File: src/rtl/relative_orientation_quaternion_defines.svh
// ----------------------------------------------------------------------------
// relative orientation quaternion assertion macros
// Shared concurrent assertion forms, removable with NO_ASSERTIONS.
// ----------------------------------------------------------------------------
`ifndef RELATIVE_ORIENTATION_QUATERNION_DEFINES_SVH
`define RELATIVE_ORIENTATION_QUATERNION_DEFINES_SVH

`ifndef NO_ASSERTIONS

// same-cycle implication
`define RLQ_ASSERT_IMP(label, ante, cons) \
  label: assert property (@(posedge clk) disable iff (!rst_n) (ante) |-> (cons)) \
    else $error("rlq assertion failed");

// next-cycle implication
`define RLQ_ASSERT_NXT(label, ante, cons) \
  label: assert property (@(posedge clk) disable iff (!rst_n) (ante) |=> (cons)) \
    else $error("rlq assertion failed");

`else

`define RLQ_ASSERT_IMP(label, ante, cons)
`define RLQ_ASSERT_NXT(label, ante, cons)

`endif

`endif

File: src/rtl/rlq_pkg.sv
// ----------------------------------------------------------------------------
// rlq_pkg
// Types, constants and product tables of the relative orientation block.
// ----------------------------------------------------------------------------
package rlq_pkg;

  localparam int CW   = 16;          // component width, Q1.(CW-1)
  localparam int FRAC = CW - 1;
  localparam int AW   = 2 * CW + 2;  // accumulator holds four full products
  localparam int CNTW = $clog2(CW + 1);

  // component indexes
  localparam logic [1:0] IX = 2'd0;
  localparam logic [1:0] IY = 2'd1;
  localparam logic [1:0] IZ = 2'd2;
  localparam logic [1:0] IW = 2'd3;

  localparam logic signed [CW-1:0] C_MAX = {1'b0, {(CW-1){1'b1}}};
  localparam logic signed [CW-1:0] C_MIN = {1'b1, {(CW-1){1'b0}}};

  typedef logic signed [CW-1:0] comp_t;
  typedef comp_t quat_t [4];

  typedef struct packed {
    logic  kind;
    comp_t ref_x;
    comp_t ref_y;
    comp_t ref_z;
    comp_t ref_w;
    comp_t diff_x;
    comp_t diff_y;
    comp_t diff_z;
    comp_t diff_w;
  } in_t;

  typedef struct packed {
    comp_t out_x;
    comp_t out_y;
    comp_t out_z;
    comp_t out_w;
  } out_t;

  // control from the sequencer to the serial multiply-accumulate
  typedef struct packed {
    logic load;   // take operands, start a term
    logic first;  // first term of a component: preset rounding half
    logic step;   // consume one multiplier bit
    logic neg;    // term enters with minus sign
    logic last;   // multiplier sign bit
  } mac_ctl_t;

  // a operand of term t of a Hamilton product
  function automatic logic [1:0] term_a(input logic [1:0] t);
    logic [1:0] r;
    case (t)
      2'd0:    r = IW;
      2'd1:    r = IX;
      2'd2:    r = IY;
      default: r = IZ;
    endcase
    return r;
  endfunction

  // b operand of term t for result component c
  function automatic logic [1:0] term_b(input logic [1:0] c, input logic [1:0] t);
    logic [1:0] r;
    r = IW;
    case (c)
      IX: case (t)
        2'd0: r = IX; 2'd1: r = IW; 2'd2: r = IZ; default: r = IY;
      endcase
      IY: case (t)
        2'd0: r = IY; 2'd1: r = IZ; 2'd2: r = IW; default: r = IX;
      endcase
      IZ: case (t)
        2'd0: r = IZ; 2'd1: r = IY; 2'd2: r = IX; default: r = IW;
      endcase
      default: case (t)
        2'd0: r = IW; 2'd1: r = IX; 2'd2: r = IY; default: r = IZ;
      endcase
    endcase
    return r;
  endfunction

  // sign of term t for result component c
  function automatic logic term_neg(input logic [1:0] c, input logic [1:0] t);
    logic r;
    case (c)
      IX:      r = (t == 2'd3);
      IY:      r = (t == 2'd1);
      IZ:      r = (t == 2'd2);
      default: r = (t != 2'd0);
    endcase
    return r;
  endfunction

  // drop fraction bits and saturate to a component
  function automatic comp_t sat_round(input logic signed [AW-1:0] acc);
    logic signed [AW-FRAC-1:0] v;
    comp_t r;
    v = acc[AW-1:FRAC];
    if (v[AW-FRAC-1:CW-1] == '0 || v[AW-FRAC-1:CW-1] == '1)
      r = v[CW-1:0];
    else
      r = v[AW-FRAC-1] ? C_MIN : C_MAX;
    return r;
  endfunction

  // saturating negate for the conjugate
  function automatic comp_t neg_sat(input comp_t x);
    comp_t r;
    r = (x == C_MIN) ? C_MAX : comp_t'(-x);
    return r;
  endfunction

endpackage

File: src/rtl/relative_orientation_quaternion.sv
// ----------------------------------------------------------------------------
// relative_orientation_quaternion
// Relative orientation offset * conj(Rr*ref) * (Rd*diff), Q1.15, serial.
// ----------------------------------------------------------------------------
// Usage:
// - input channel in_valid / in_stall / in_data carries kind, ref and diff
//   quaternions; a transfer happens when in_valid is high and in_stall low
// - kind 1 captures conj(ref) and conj(diff) as zero orientations and
//   gives no result; kind 0 computes one result
// - result channel out_valid / out_stall / out_data holds a result in an
//   output register until the receiver takes it
// - the four Hamilton products run on one bit-serial multiply-accumulate:
//   4 products x 4 components x 4 terms, each term one load plus one
//   step per multiplier bit; an update item then passes write-back and
//   output load before out_valid rises
// - the next item is taken once the result sits in the output register;
//   a stalled receiver holds the block in its done state only if the
//   previous result has not been taken yet
// - user writes offset cfg_idx (x,y,z,w) by cfg_we only when idle; unenforced
// - synchronous reset sets offset, Rr and Rd to identity and empties the
//   output register
// ----------------------------------------------------------------------------
`include "relative_orientation_quaternion_defines.svh"

module relative_orientation_quaternion (
  input  logic           clk,
  input  logic           rst_n,
  input  logic           in_valid,
  output logic           in_stall,
  input  rlq_pkg::in_t   in_data,
  output logic           out_valid,
  input  logic           out_stall,
  output rlq_pkg::out_t  out_data,
  input  logic           cfg_we,
  input  logic [1:0]     cfg_idx,
  input  rlq_pkg::comp_t cfg_data
);
  import rlq_pkg::*;

  localparam logic [1:0] ST_IDLE  = 2'd0;
  localparam logic [1:0] ST_RUN   = 2'd1;
  localparam logic [1:0] ST_FLUSH = 2'd2;
  localparam logic [1:0] ST_DONE  = 2'd3;

  localparam logic [CNTW-1:0] CNT_LAST = CNTW'(CW);

  logic [1:0]      state_r, state_nxt;
  logic [CNTW-1:0] cnt_r;
  logic [1:0]      t_r, c_r, q_r;
  logic            wb_v_r;
  logic [1:0]      wb_q_r, wb_c_r;
  logic            out_valid_r;
  out_t            out_r;

  comp_t off_r [4];
  comp_t rr_r  [4];
  comp_t rd_r  [4];
  comp_t refq_r[4];
  comp_t difq_r[4];
  comp_t ca_r  [4];   // conj(Rr*ref)
  comp_t bq_r  [4];   // Rd*diff
  comp_t cq_r  [4];
  comp_t dq_r  [4];

  mac_ctl_t ctl;
  comp_t    op_a, op_b, mac_res;
  logic     in_xfer, out_free, term_end;
  logic [1:0] ia, ib;

  assign in_stall  = (state_r != ST_IDLE);
  assign in_xfer   = in_valid && !in_stall;
  assign out_valid = out_valid_r;
  assign out_data  = out_r;
  assign out_free  = !out_valid_r || !out_stall;
  assign term_end  = (state_r == ST_RUN) && (cnt_r == CNT_LAST);

  // operand select
  always_comb begin
    ia = term_a(t_r);
    ib = term_b(c_r, t_r);
    case (q_r)
      2'd0:    begin op_a = rr_r[ia];  op_b = refq_r[ib]; end
      2'd1:    begin op_a = rd_r[ia];  op_b = difq_r[ib]; end
      2'd2:    begin op_a = ca_r[ia];  op_b = bq_r[ib];   end
      default: begin op_a = off_r[ia]; op_b = cq_r[ib];   end
    endcase
  end

  // mac control
  always_comb begin
    ctl.load  = (state_r == ST_RUN) && (cnt_r == '0);
    ctl.step  = (state_r == ST_RUN) && (cnt_r != '0);
    ctl.first = (t_r == 2'd0);
    ctl.neg   = term_neg(c_r, t_r);
    ctl.last  = (cnt_r == CNT_LAST);
  end

  rlq_mac u_mac (
    .clk (clk),
    .ctl (ctl),
    .a   (op_a),
    .b   (op_b),
    .res (mac_res)
  );

  // state machine
  always_comb begin
    state_nxt = state_r;
    unique case (state_r)
      ST_IDLE:  if (in_xfer && !in_data.kind) state_nxt = ST_RUN;
      ST_RUN:   if (term_end && t_r == 2'd3 && c_r == 2'd3 && q_r == 2'd3)
                  state_nxt = ST_FLUSH;
      ST_FLUSH: state_nxt = ST_DONE;
      ST_DONE:  if (out_free) state_nxt = ST_IDLE;
      default:  state_nxt = ST_IDLE;
    endcase
  end

  // control registers
  always_ff @(posedge clk) begin
    if (!rst_n) begin
      state_r     <= ST_IDLE;
      cnt_r       <= '0;
      t_r         <= '0;
      c_r         <= '0;
      q_r         <= '0;
      wb_v_r      <= 1'b0;
      out_valid_r <= 1'b0;
    end else begin
      state_r <= state_nxt;
      wb_v_r  <= term_end && (t_r == 2'd3);
      if (in_xfer) begin
        cnt_r <= '0;
        t_r   <= '0;
        c_r   <= '0;
        q_r   <= '0;
      end else if (state_r == ST_RUN) begin
        if (term_end) begin
          cnt_r <= '0;
          t_r   <= t_r + 2'd1;
          if (t_r == 2'd3) begin
            c_r <= c_r + 2'd1;
            if (c_r == 2'd3) q_r <= q_r + 2'd1;
          end
        end else begin
          cnt_r <= cnt_r + CNTW'(1);
        end
      end
      if (state_r == ST_DONE && out_free) out_valid_r <= 1'b1;
      else if (!out_stall)                out_valid_r <= 1'b0;
    end
  end

  // write-back target of the finished component
  always_ff @(posedge clk) begin
    if (term_end && t_r == 2'd3) begin
      wb_q_r <= q_r;
      wb_c_r <= c_r;
    end
  end

  // quaternion storage
  always_ff @(posedge clk) begin
    if (!rst_n) begin
      for (int i = 0; i < 3; i++) begin
        off_r[i] <= '0;
        rr_r[i]  <= '0;
        rd_r[i]  <= '0;
      end
      off_r[IW] <= C_MAX;
      rr_r[IW]  <= C_MAX;
      rd_r[IW]  <= C_MAX;
    end else begin
      if (cfg_we) off_r[cfg_idx] <= cfg_data;
      if (in_xfer && in_data.kind) begin
        rr_r[IX] <= neg_sat(in_data.ref_x);
        rr_r[IY] <= neg_sat(in_data.ref_y);
        rr_r[IZ] <= neg_sat(in_data.ref_z);
        rr_r[IW] <= in_data.ref_w;
        rd_r[IX] <= neg_sat(in_data.diff_x);
        rd_r[IY] <= neg_sat(in_data.diff_y);
        rd_r[IZ] <= neg_sat(in_data.diff_z);
        rd_r[IW] <= in_data.diff_w;
      end
    end
  end

  // item operands and intermediate products
  always_ff @(posedge clk) begin
    if (in_xfer) begin
      refq_r[IX] <= in_data.ref_x;
      refq_r[IY] <= in_data.ref_y;
      refq_r[IZ] <= in_data.ref_z;
      refq_r[IW] <= in_data.ref_w;
      difq_r[IX] <= in_data.diff_x;
      difq_r[IY] <= in_data.diff_y;
      difq_r[IZ] <= in_data.diff_z;
      difq_r[IW] <= in_data.diff_w;
    end
    if (wb_v_r) begin
      case (wb_q_r)
        2'd0:    ca_r[wb_c_r] <= (wb_c_r == IW) ? mac_res : neg_sat(mac_res);
        2'd1:    bq_r[wb_c_r] <= mac_res;
        2'd2:    cq_r[wb_c_r] <= mac_res;
        default: dq_r[wb_c_r] <= mac_res;
      endcase
    end
    if (state_r == ST_DONE && out_free) begin
      out_r.out_x <= dq_r[IX];
      out_r.out_y <= dq_r[IY];
      out_r.out_z <= dq_r[IZ];
      out_r.out_w <= dq_r[IW];
    end
  end

  // checks
  `RLQ_ASSERT_NXT(a_upd_starts, in_xfer && !in_data.kind, state_r == ST_RUN)
  `RLQ_ASSERT_NXT(a_cap_no_run, in_xfer && in_data.kind, state_r == ST_IDLE)
  `RLQ_ASSERT_NXT(a_out_load, state_r == ST_DONE && out_free, out_valid_r)
  `RLQ_ASSERT_IMP(a_cnt_range, state_r == ST_RUN, cnt_r <= CNT_LAST)

endmodule

File: src/rtl/rlq_mac.sv
// ----------------------------------------------------------------------------
// rlq_mac
// Bit-serial signed multiply-accumulate, one multiplier bit per cycle.
// ----------------------------------------------------------------------------
module rlq_mac (
  input  logic                  clk,
  input  rlq_pkg::mac_ctl_t     ctl,
  input  rlq_pkg::comp_t        a,
  input  rlq_pkg::comp_t        b,
  output rlq_pkg::comp_t        res
);
  import rlq_pkg::*;

  logic signed [AW-1:0] mc_r;
  logic        [CW-1:0] mp_r;
  logic signed [AW-1:0] acc_r;
  logic signed [AW-1:0] addend;
  logic                 sub;

  // sign bit of the multiplier carries negative weight
  assign sub    = ctl.neg ^ ctl.last;
  assign addend = sub ? ~mc_r : mc_r;

  // shift and add
  always_ff @(posedge clk) begin
    if (ctl.load) begin
      mc_r <= {{(AW-CW){a[CW-1]}}, a};
      mp_r <= b;
      if (ctl.first) begin
        acc_r <= AW'(1) <<< (FRAC - 1);
      end
    end else if (ctl.step) begin
      if (mp_r[0]) begin
        acc_r <= acc_r + addend + AW'(sub);
      end
      mc_r <= mc_r <<< 1;
      mp_r <= mp_r >> 1;
    end
  end

  assign res = sat_round(acc_r);

endmodule

File: config.mk
export PLATFORM = sky130hd
export DESIGN_NAME = relative_orientation_quaternion
export DESIGN_NICKNAME = d
export VERILOG_FILES = /design/src/rtl/rlq_pkg.sv /design/src/rtl/relative_orientation_quaternion.sv /design/src/rtl/rlq_mac.sv
export VERILOG_INCLUDE_DIRS = /design/src /design/src/rtl
export SDC_FILE = /design/constraint.sdc
export NUM_CORES = 1
export LEC_CHECK = 0
export BUFFER_PORTS_ARGS = -buffer_cell sky130_fd_sc_hd__buf_2
export CAP_MARGIN = 30
export CORE_MARGIN = 2
export CORE_UTILIZATION = 46
export DETAILED_ROUTE_END_ITERATION = 8
export GPL_ROUTABILITY_DRIVEN = 0
export PLACE_DENSITY = 0.68
export SKIP_CTS_REPAIR_TIMING = 1
export SLEW_MARGIN = 0
export SYNTH_ARGS = -nofsm -noshare
export SYNTH_HDL_FRONTEND = slang
export SYNTH_SLANG_ARGS = --single-unit
File: constraint.sdc
create_clock -name clk -period 19.1 [get_ports clk]
set_input_delay 3.82 -clock clk [delete_from_list [all_inputs] [get_ports clk]]
set_output_delay 3.82 -clock clk [all_outputs]
set_load 0.005 [all_outputs]
# After elaboration in Yosys (flattened, before gate mapping)
# Memories as Yosys holds them, arrays and structs flattened. A register that Yosys moved wholly into a read port is not among the register bits.
# Cells that the tools add are included.
# W data, S select, Z words.
[classes]
n_addsub = 13
n_eq_ne = 29
muxes = 66
n_bitwise = 11
reduce_logical = 36
[op_table]
columns = ["cell", "count"]
rows = [
  ["$mux W16", 21],
  ["$mux W34", 7],
  ["$eq A16 B16 Y1 const B", 7],
  ["$neg A16 Y16", 7],
  ["$pmux W16 S3", 2],
  ["$add A34 B1 Y34", 1],
  ["$add A34 B34 Y34", 1],
  ["$not A34 Y34", 1],
  ["$pmux W2 S3", 5],
  ["$mux W1", 24],
  ["$eq A2 B2 Y1 const B", 10],
  ["$reduce_or A16 Y1", 1],
  ["$eq A2 B1 Y1 const B", 5],
  ["$logic_and A1 B1 Y1", 10],
  ["$logic_not A2 Y1", 5],
  ["$reduce_and A3 Y1", 3],
  ["$mux W2", 4],
  ["$or A1 B1 Y1", 8],
  ["$pmux W2 S4", 1],
  ["$reduce_bool A2 Y1", 4],
  ["$add A2 B1 Y2 const B", 3],
  ["$ne A2 B2 Y1 const B", 3],
  ["$add A5 B1 Y5 const B", 1],
  ["$eq A5 B5 Y1 const B", 1],
  ["15 further kinds", 20],
]
[word_totals]
ff_bits = 103
ram_bits = 576
out_inout_bits = 66
elab_cells = 176
memories = 9
[memory_table]
columns = ["memory", "depth", "word_bits", "rd", "rd_clocked_by_memory_dff", "write_ports", "line_no", "text"]
rows = [
  ["bq_r", 4, 16, 1, 0, 1, "relative_orientation_quaternion.sv:61", "comp_t bq_r [4];"],
  ["ca_r", 4, 16, 1, 0, 1, "relative_orientation_quaternion.sv:60", "comp_t ca_r [4];"],
  ["cq_r", 4, 16, 1, 0, 1, "relative_orientation_quaternion.sv:62", "comp_t cq_r [4];"],
  ["difq_r", 4, 16, 1, 0, 4, "relative_orientation_quaternion.sv:59", "comp_t difq_r[4];"],
  ["dq_r", 4, 16, 4, 4, 1, "relative_orientation_quaternion.sv:63", "comp_t dq_r [4];"],
  ["off_r", 4, 16, 1, 0, 4, "relative_orientation_quaternion.sv:55", "comp_t off_r [4];"],
  ["3 more memories", "-", "-", "-", "-", "-", "-", ""],
]

# Logic depth before layout (Yosys ltp)
[depth]
ltp_word = 9
ltp_mapped = 17

# By module
# Synthesis repeated with hierarchy kept, for this count alone.
[hier_totals]
hier_cells = 2282
hier_area_um2 = 33457.1
[by_module_without_submodules]
columns = ["mod", "n_inst", "cells_per_inst", "area_per_inst_um2", "seq_area_each_um2"]
rows = [
  ["relative_orientation_quaternion", 1, 1720, 27806.7, 19638.8],
  ["rlq_mac", 1, 562, 5650.4, 2522.4],
]

# Worst setup path before layout
# OpenSTA, ideal clock, no wires.
[synth_path]
path_kind = "input to register"
start = "in in_valid"
end = "mem rd_r[0][0] (netlist name), enable pin"
setup_time_ns = 0.491
arrival_time_ns = 9.356
path_slack_ns = 9.253
cell_stages = 4
path_buffers = 0
cell_sequence = "nand2_1 inv_1 nand2_1 nand2_1"
[synth_lines]
columns = ["item", "line_no", "text"]
rows = [
  ["from (decl)", "relative_orientation_quaternion.sv:28", "input logic in_valid,"],
  ["to (decl)", "relative_orientation_quaternion.sv:57", "comp_t rd_r [4];"],
]

==> run_results.csv <==
group,metric,value,unit
logic_synthesis,netlist-cell-type-count,66,
power,p_total,0.00505,W
sta,min_period,6.06,ns
sta,setup_viol,0,
setup_path,timing.critical_path.required,19.41,ns
logic_synthesis,yosysTopAreaCellShare,65.4,%
die,die_area,74900,um^2
worst_hold_path,hold-path-cell-count,0,
setup_path,worst-setup-path-type,"in -> reg",
power,power.static_leakage,13.4,nW
grt,via_count_of_the_first_global_routing_pass,20800,
setup_path,path_max_fanout,59,
sta,finalHoldViolCount,0,
die,chipWidth,274,um
die,die_h,274,um
grt,grt_use_total,22.2,%
power,power.ir.vdd_worst,0.0740,mV
logic_synthesis,synth_area_leaders,"sky130_fd_sc_hd__edfxtp_1 (65%), sky130_fd_sc_hd__mux4_2 (4.3%), sky130_fd_sc_hd__nand2_1 (3.2%), sky130_fd_sc_hd__a21oi_1 (2.4%), sky130_fd_sc_hd__ha_1 (2.3%)",
sta,holdWs,0.416,ns
clocking,cts_tree,"built",
layout,area.growth.synth_to_final,14.9,%
worst_hold_path,hold_path_startpoint,"dq_r[1][5]",
sta,timing.setup.tns,0,ns
setup_path,critical_path.endpoint_type,"register",
clocking,cts_sink_cnt,743,
sta,final_min_period_over_clock_period,31.7,%
layout,ff_latch_area,22200,um^2
outcome,result_of_the_run,"completed",
grt,grt_max_degree,81,
sta,maxSlewViolCount,0,
die,coreArea,71700,um^2
logic_synthesis,post-synth-top-area-cell,"sky130_fd_sc_hd__edfxtp_1",
grt,number_of_antenna_violations_at_the_first_check_in_global_routing,9,
place,number_of_placed_instances_taps_included,3553,
die,total_i_o_pin_count,218,
logic_synthesis,synthFlopType,"sky130_fd_sc_hd__edfxtp_1",
setup_path,timing.critical_path.arrival,6.37,ns
clocking,cts_root_buf,"sky130_fd_sc_hd__clkbuf_16",
setup_path,r2r_cells,15,
layout,drive_gt1_share,20.0,%
clocking,clk-insertion-delay-late,0.65,ns
setup_path,critPathLaunchType,"input pin",
logic_synthesis,async_reset_ff_share,0,%
worst_hold_path,holdPathEnd,"out_data[37]",
route,post_drt_via_cell_ratio,5.78,
setup_path,timing.critical_path.slowest_cell_delay,0.60,ns
setup_path,most_frequent_cell_on_the_critical_path,"sky130_fd_sc_hd__nand2_1",
setup_path,timing.rr.start,"c_r[0]",
grt,global_route.overflow_total,0,
logic_synthesis,mappedNetlistArea,33400,um^2
layout,stdcell_count,3708,
logic_synthesis,postSynthAreaPerCell,13.5,um^2
layout,area_of_combinational_cells_with_multiple_inputs,10700,um^2
sta,rsz0062_at_grt,"false",
clocking,path_clk_slew,0.06,ns
setup_path,critical-path-slowest-cell,"sky130_fd_sc_hd__inv_4",
sta,worst-slew-pin-transition,0.996,ns
logic_synthesis,ys_seq_elements,743,
worst_hold_path,min-delay-path-class,"reg -> reg",
route,route.antenna.remaining_nets,0,
sta,relSlewSlack,33.3,%
route,routed_wire_length_per_instance,22.4,um
logic_synthesis,synth-edff-count,728,
route,vias,21400,
logic_synthesis,synth_seq_area_share,66.3,%
grt,grt_pass1_wl,126000,um
route,drc,0,
place,place_hpwl,57000,um
sta,layout_skew,0.0371,ns
die,initial_utilization,46.6,%
place,portBuffers,217,
logic_synthesis,synthCells,2470,
route,firstDrtPassIters,8,
setup_path,ff2ff_setup_slack,13.94,ns
logic_synthesis,synth.net_count,2685,
die,placementRows,98,
layout,final_net_count,2901,
setup_path,crit-reg2reg-capture,"u_mac.acc_r[28]",
route,wl,83200,um
layout,fillerInstances,5823,
setup_path,path_cells,"buf_2 -> nand2_1 -> inv_4 -> nand2_1 -> nand2_4 -> buf_4 -> buf_12",
job,cap_violations,0,
clocking,cts_buffers,79,
sta,fmax,165,MHz
power,power_density,131,nW/um^2
clocking,htree_levels,3,
clocking,clockBufferDepth,3,
logic_synthesis,synth.yosys.warnings,0,
route,drtIter0Drc,2490,
-- layer usage --
layer  track usage [%]  up-vias  share of wire (%)
met5                 0        -                  0
met4              8.43        0                3.5
met3              3.68      135                8.1
met2              35.3      976                 47
met1              30.8    10500                 41
li1                  -     9784                  -
-- cells by family (layout without fill, tap and decap cells) --
logic type                 count (synthesis)  count (layout)  share of synthesized area, %
buffers and inverters                    181             460                          2.06
xor gates and xnor gates                 123             123                          3.22
adders and majority gates                 63              63                          2.38
AOI/OAI and AO/OA                        495             495                          9.58
DFF                                      743             743                          66.3
other                                      0               9                             0
muxes                                     90              90                          5.18
and+or+nand+nor                          775             775                          11.3
-- placed cells by master (no fill, tap or decap), types with 41 or more instances in the layout --
cell type and count:
sky130_fd_sc_hd__a31oi_1 51, sky130_fd_sc_hd__or2_2 57, sky130_fd_sc_hd__edfxtp_1 728, sky130_fd_sc_hd__nor3_1 45, sky130_fd_sc_hd__xor2_1 50, sky130_fd_sc_hd__a211oi_1 57
sky130_fd_sc_hd__clkbuf_16 80, sky130_fd_sc_hd__nor2_1 132, sky130_fd_sc_hd__o21ai_0 72, sky130_fd_sc_hd__a21o_1 41, sky130_fd_sc_hd__buf_2 218, sky130_fd_sc_hd__ha_1 59
sky130_fd_sc_hd__xnor2_1 72, sky130_fd_sc_hd__inv_1 55, sky130_fd_sc_hd__a21oi_1 161, sky130_fd_sc_hd__nand2_1 280, sky130_fd_sc_hd__mux4_2 64, sky130_fd_sc_hd__and2_1 102
-- metrics by stage --
step / setup WS [ns] / util, % / instance area, um^2
floorplan: 9.25 / - / 33400
global placement: 12.29 / 49.7 / 35600
detailed placement: 12.22 / 49.8 / 35700
CTS: 12.89 / 53.4 / 38300
global route: 12.82 / 53.5 / 38400
finish: 13.04 / 53.5 / 38400
-- Yosys cell counts (all sizes together), types with 16 or more instances --
cell type / number
o211ai: 18
nor3: 49
xor2: 50
nand2b: 18
and2: 102
inv: 57
nand2: 282
buf: 16
a21oi: 163
nor4: 22
ha: 62
nand3: 36
xnor2: 73
o21ai: 74
a21o: 41
mux2: 20
a31oi: 51
mux4: 64
clkbuf: 108
edfxtp: 728
or2: 57
nor2: 140
a211oi: 58
a222oi: 29
-- area by class of cell --
| cell class | count | share of cell area, % |
|---|---|---|
| Multi-Input combinational cell | 1546 | 27.9 |
| Sequential cell | 743 | 57.7 |
| Inverter | 57 | 0.564 |
| Clock buffer | 100 | 5.49 |
| Antenna cell | 9 | 0.0586 |
| Clock inverter | 44 | 1.38 |
| Tap cell | 950 | 3.10 |
| Timing Repair Buffer | 259 | 3.79 |
-- how the worst max path moves through the flow --
stage	cells past startpoint	startpoint	slack (ns)	end
finish	7	in_valid	13.04	rd_r[2][9]
detailed placement	6	in_valid	12.22	rd_r[3][4]
global route	7	in_valid	12.82	rd_r[3][8]
floorplan	4	in_valid	9.25	rd_r[0][0]
global placement	6	in_valid	12.29	rd_r[3][2]
CTS	6	in_valid	12.89	rd_r[3][8]
-- power breakdown --
part	switching, W	internal (W)
clock	0.000642	0.000912
combinational	0.000792	0.000411
sequential	0.0000914	0.00220
total	0.00152	0.00352
-- worst max-delay path, delay by kind of cell --
family	cells	cell delay [ns]
buf+inv	4	1.55
simple gates	3	0.91
(Power assumes the default switching activity.)
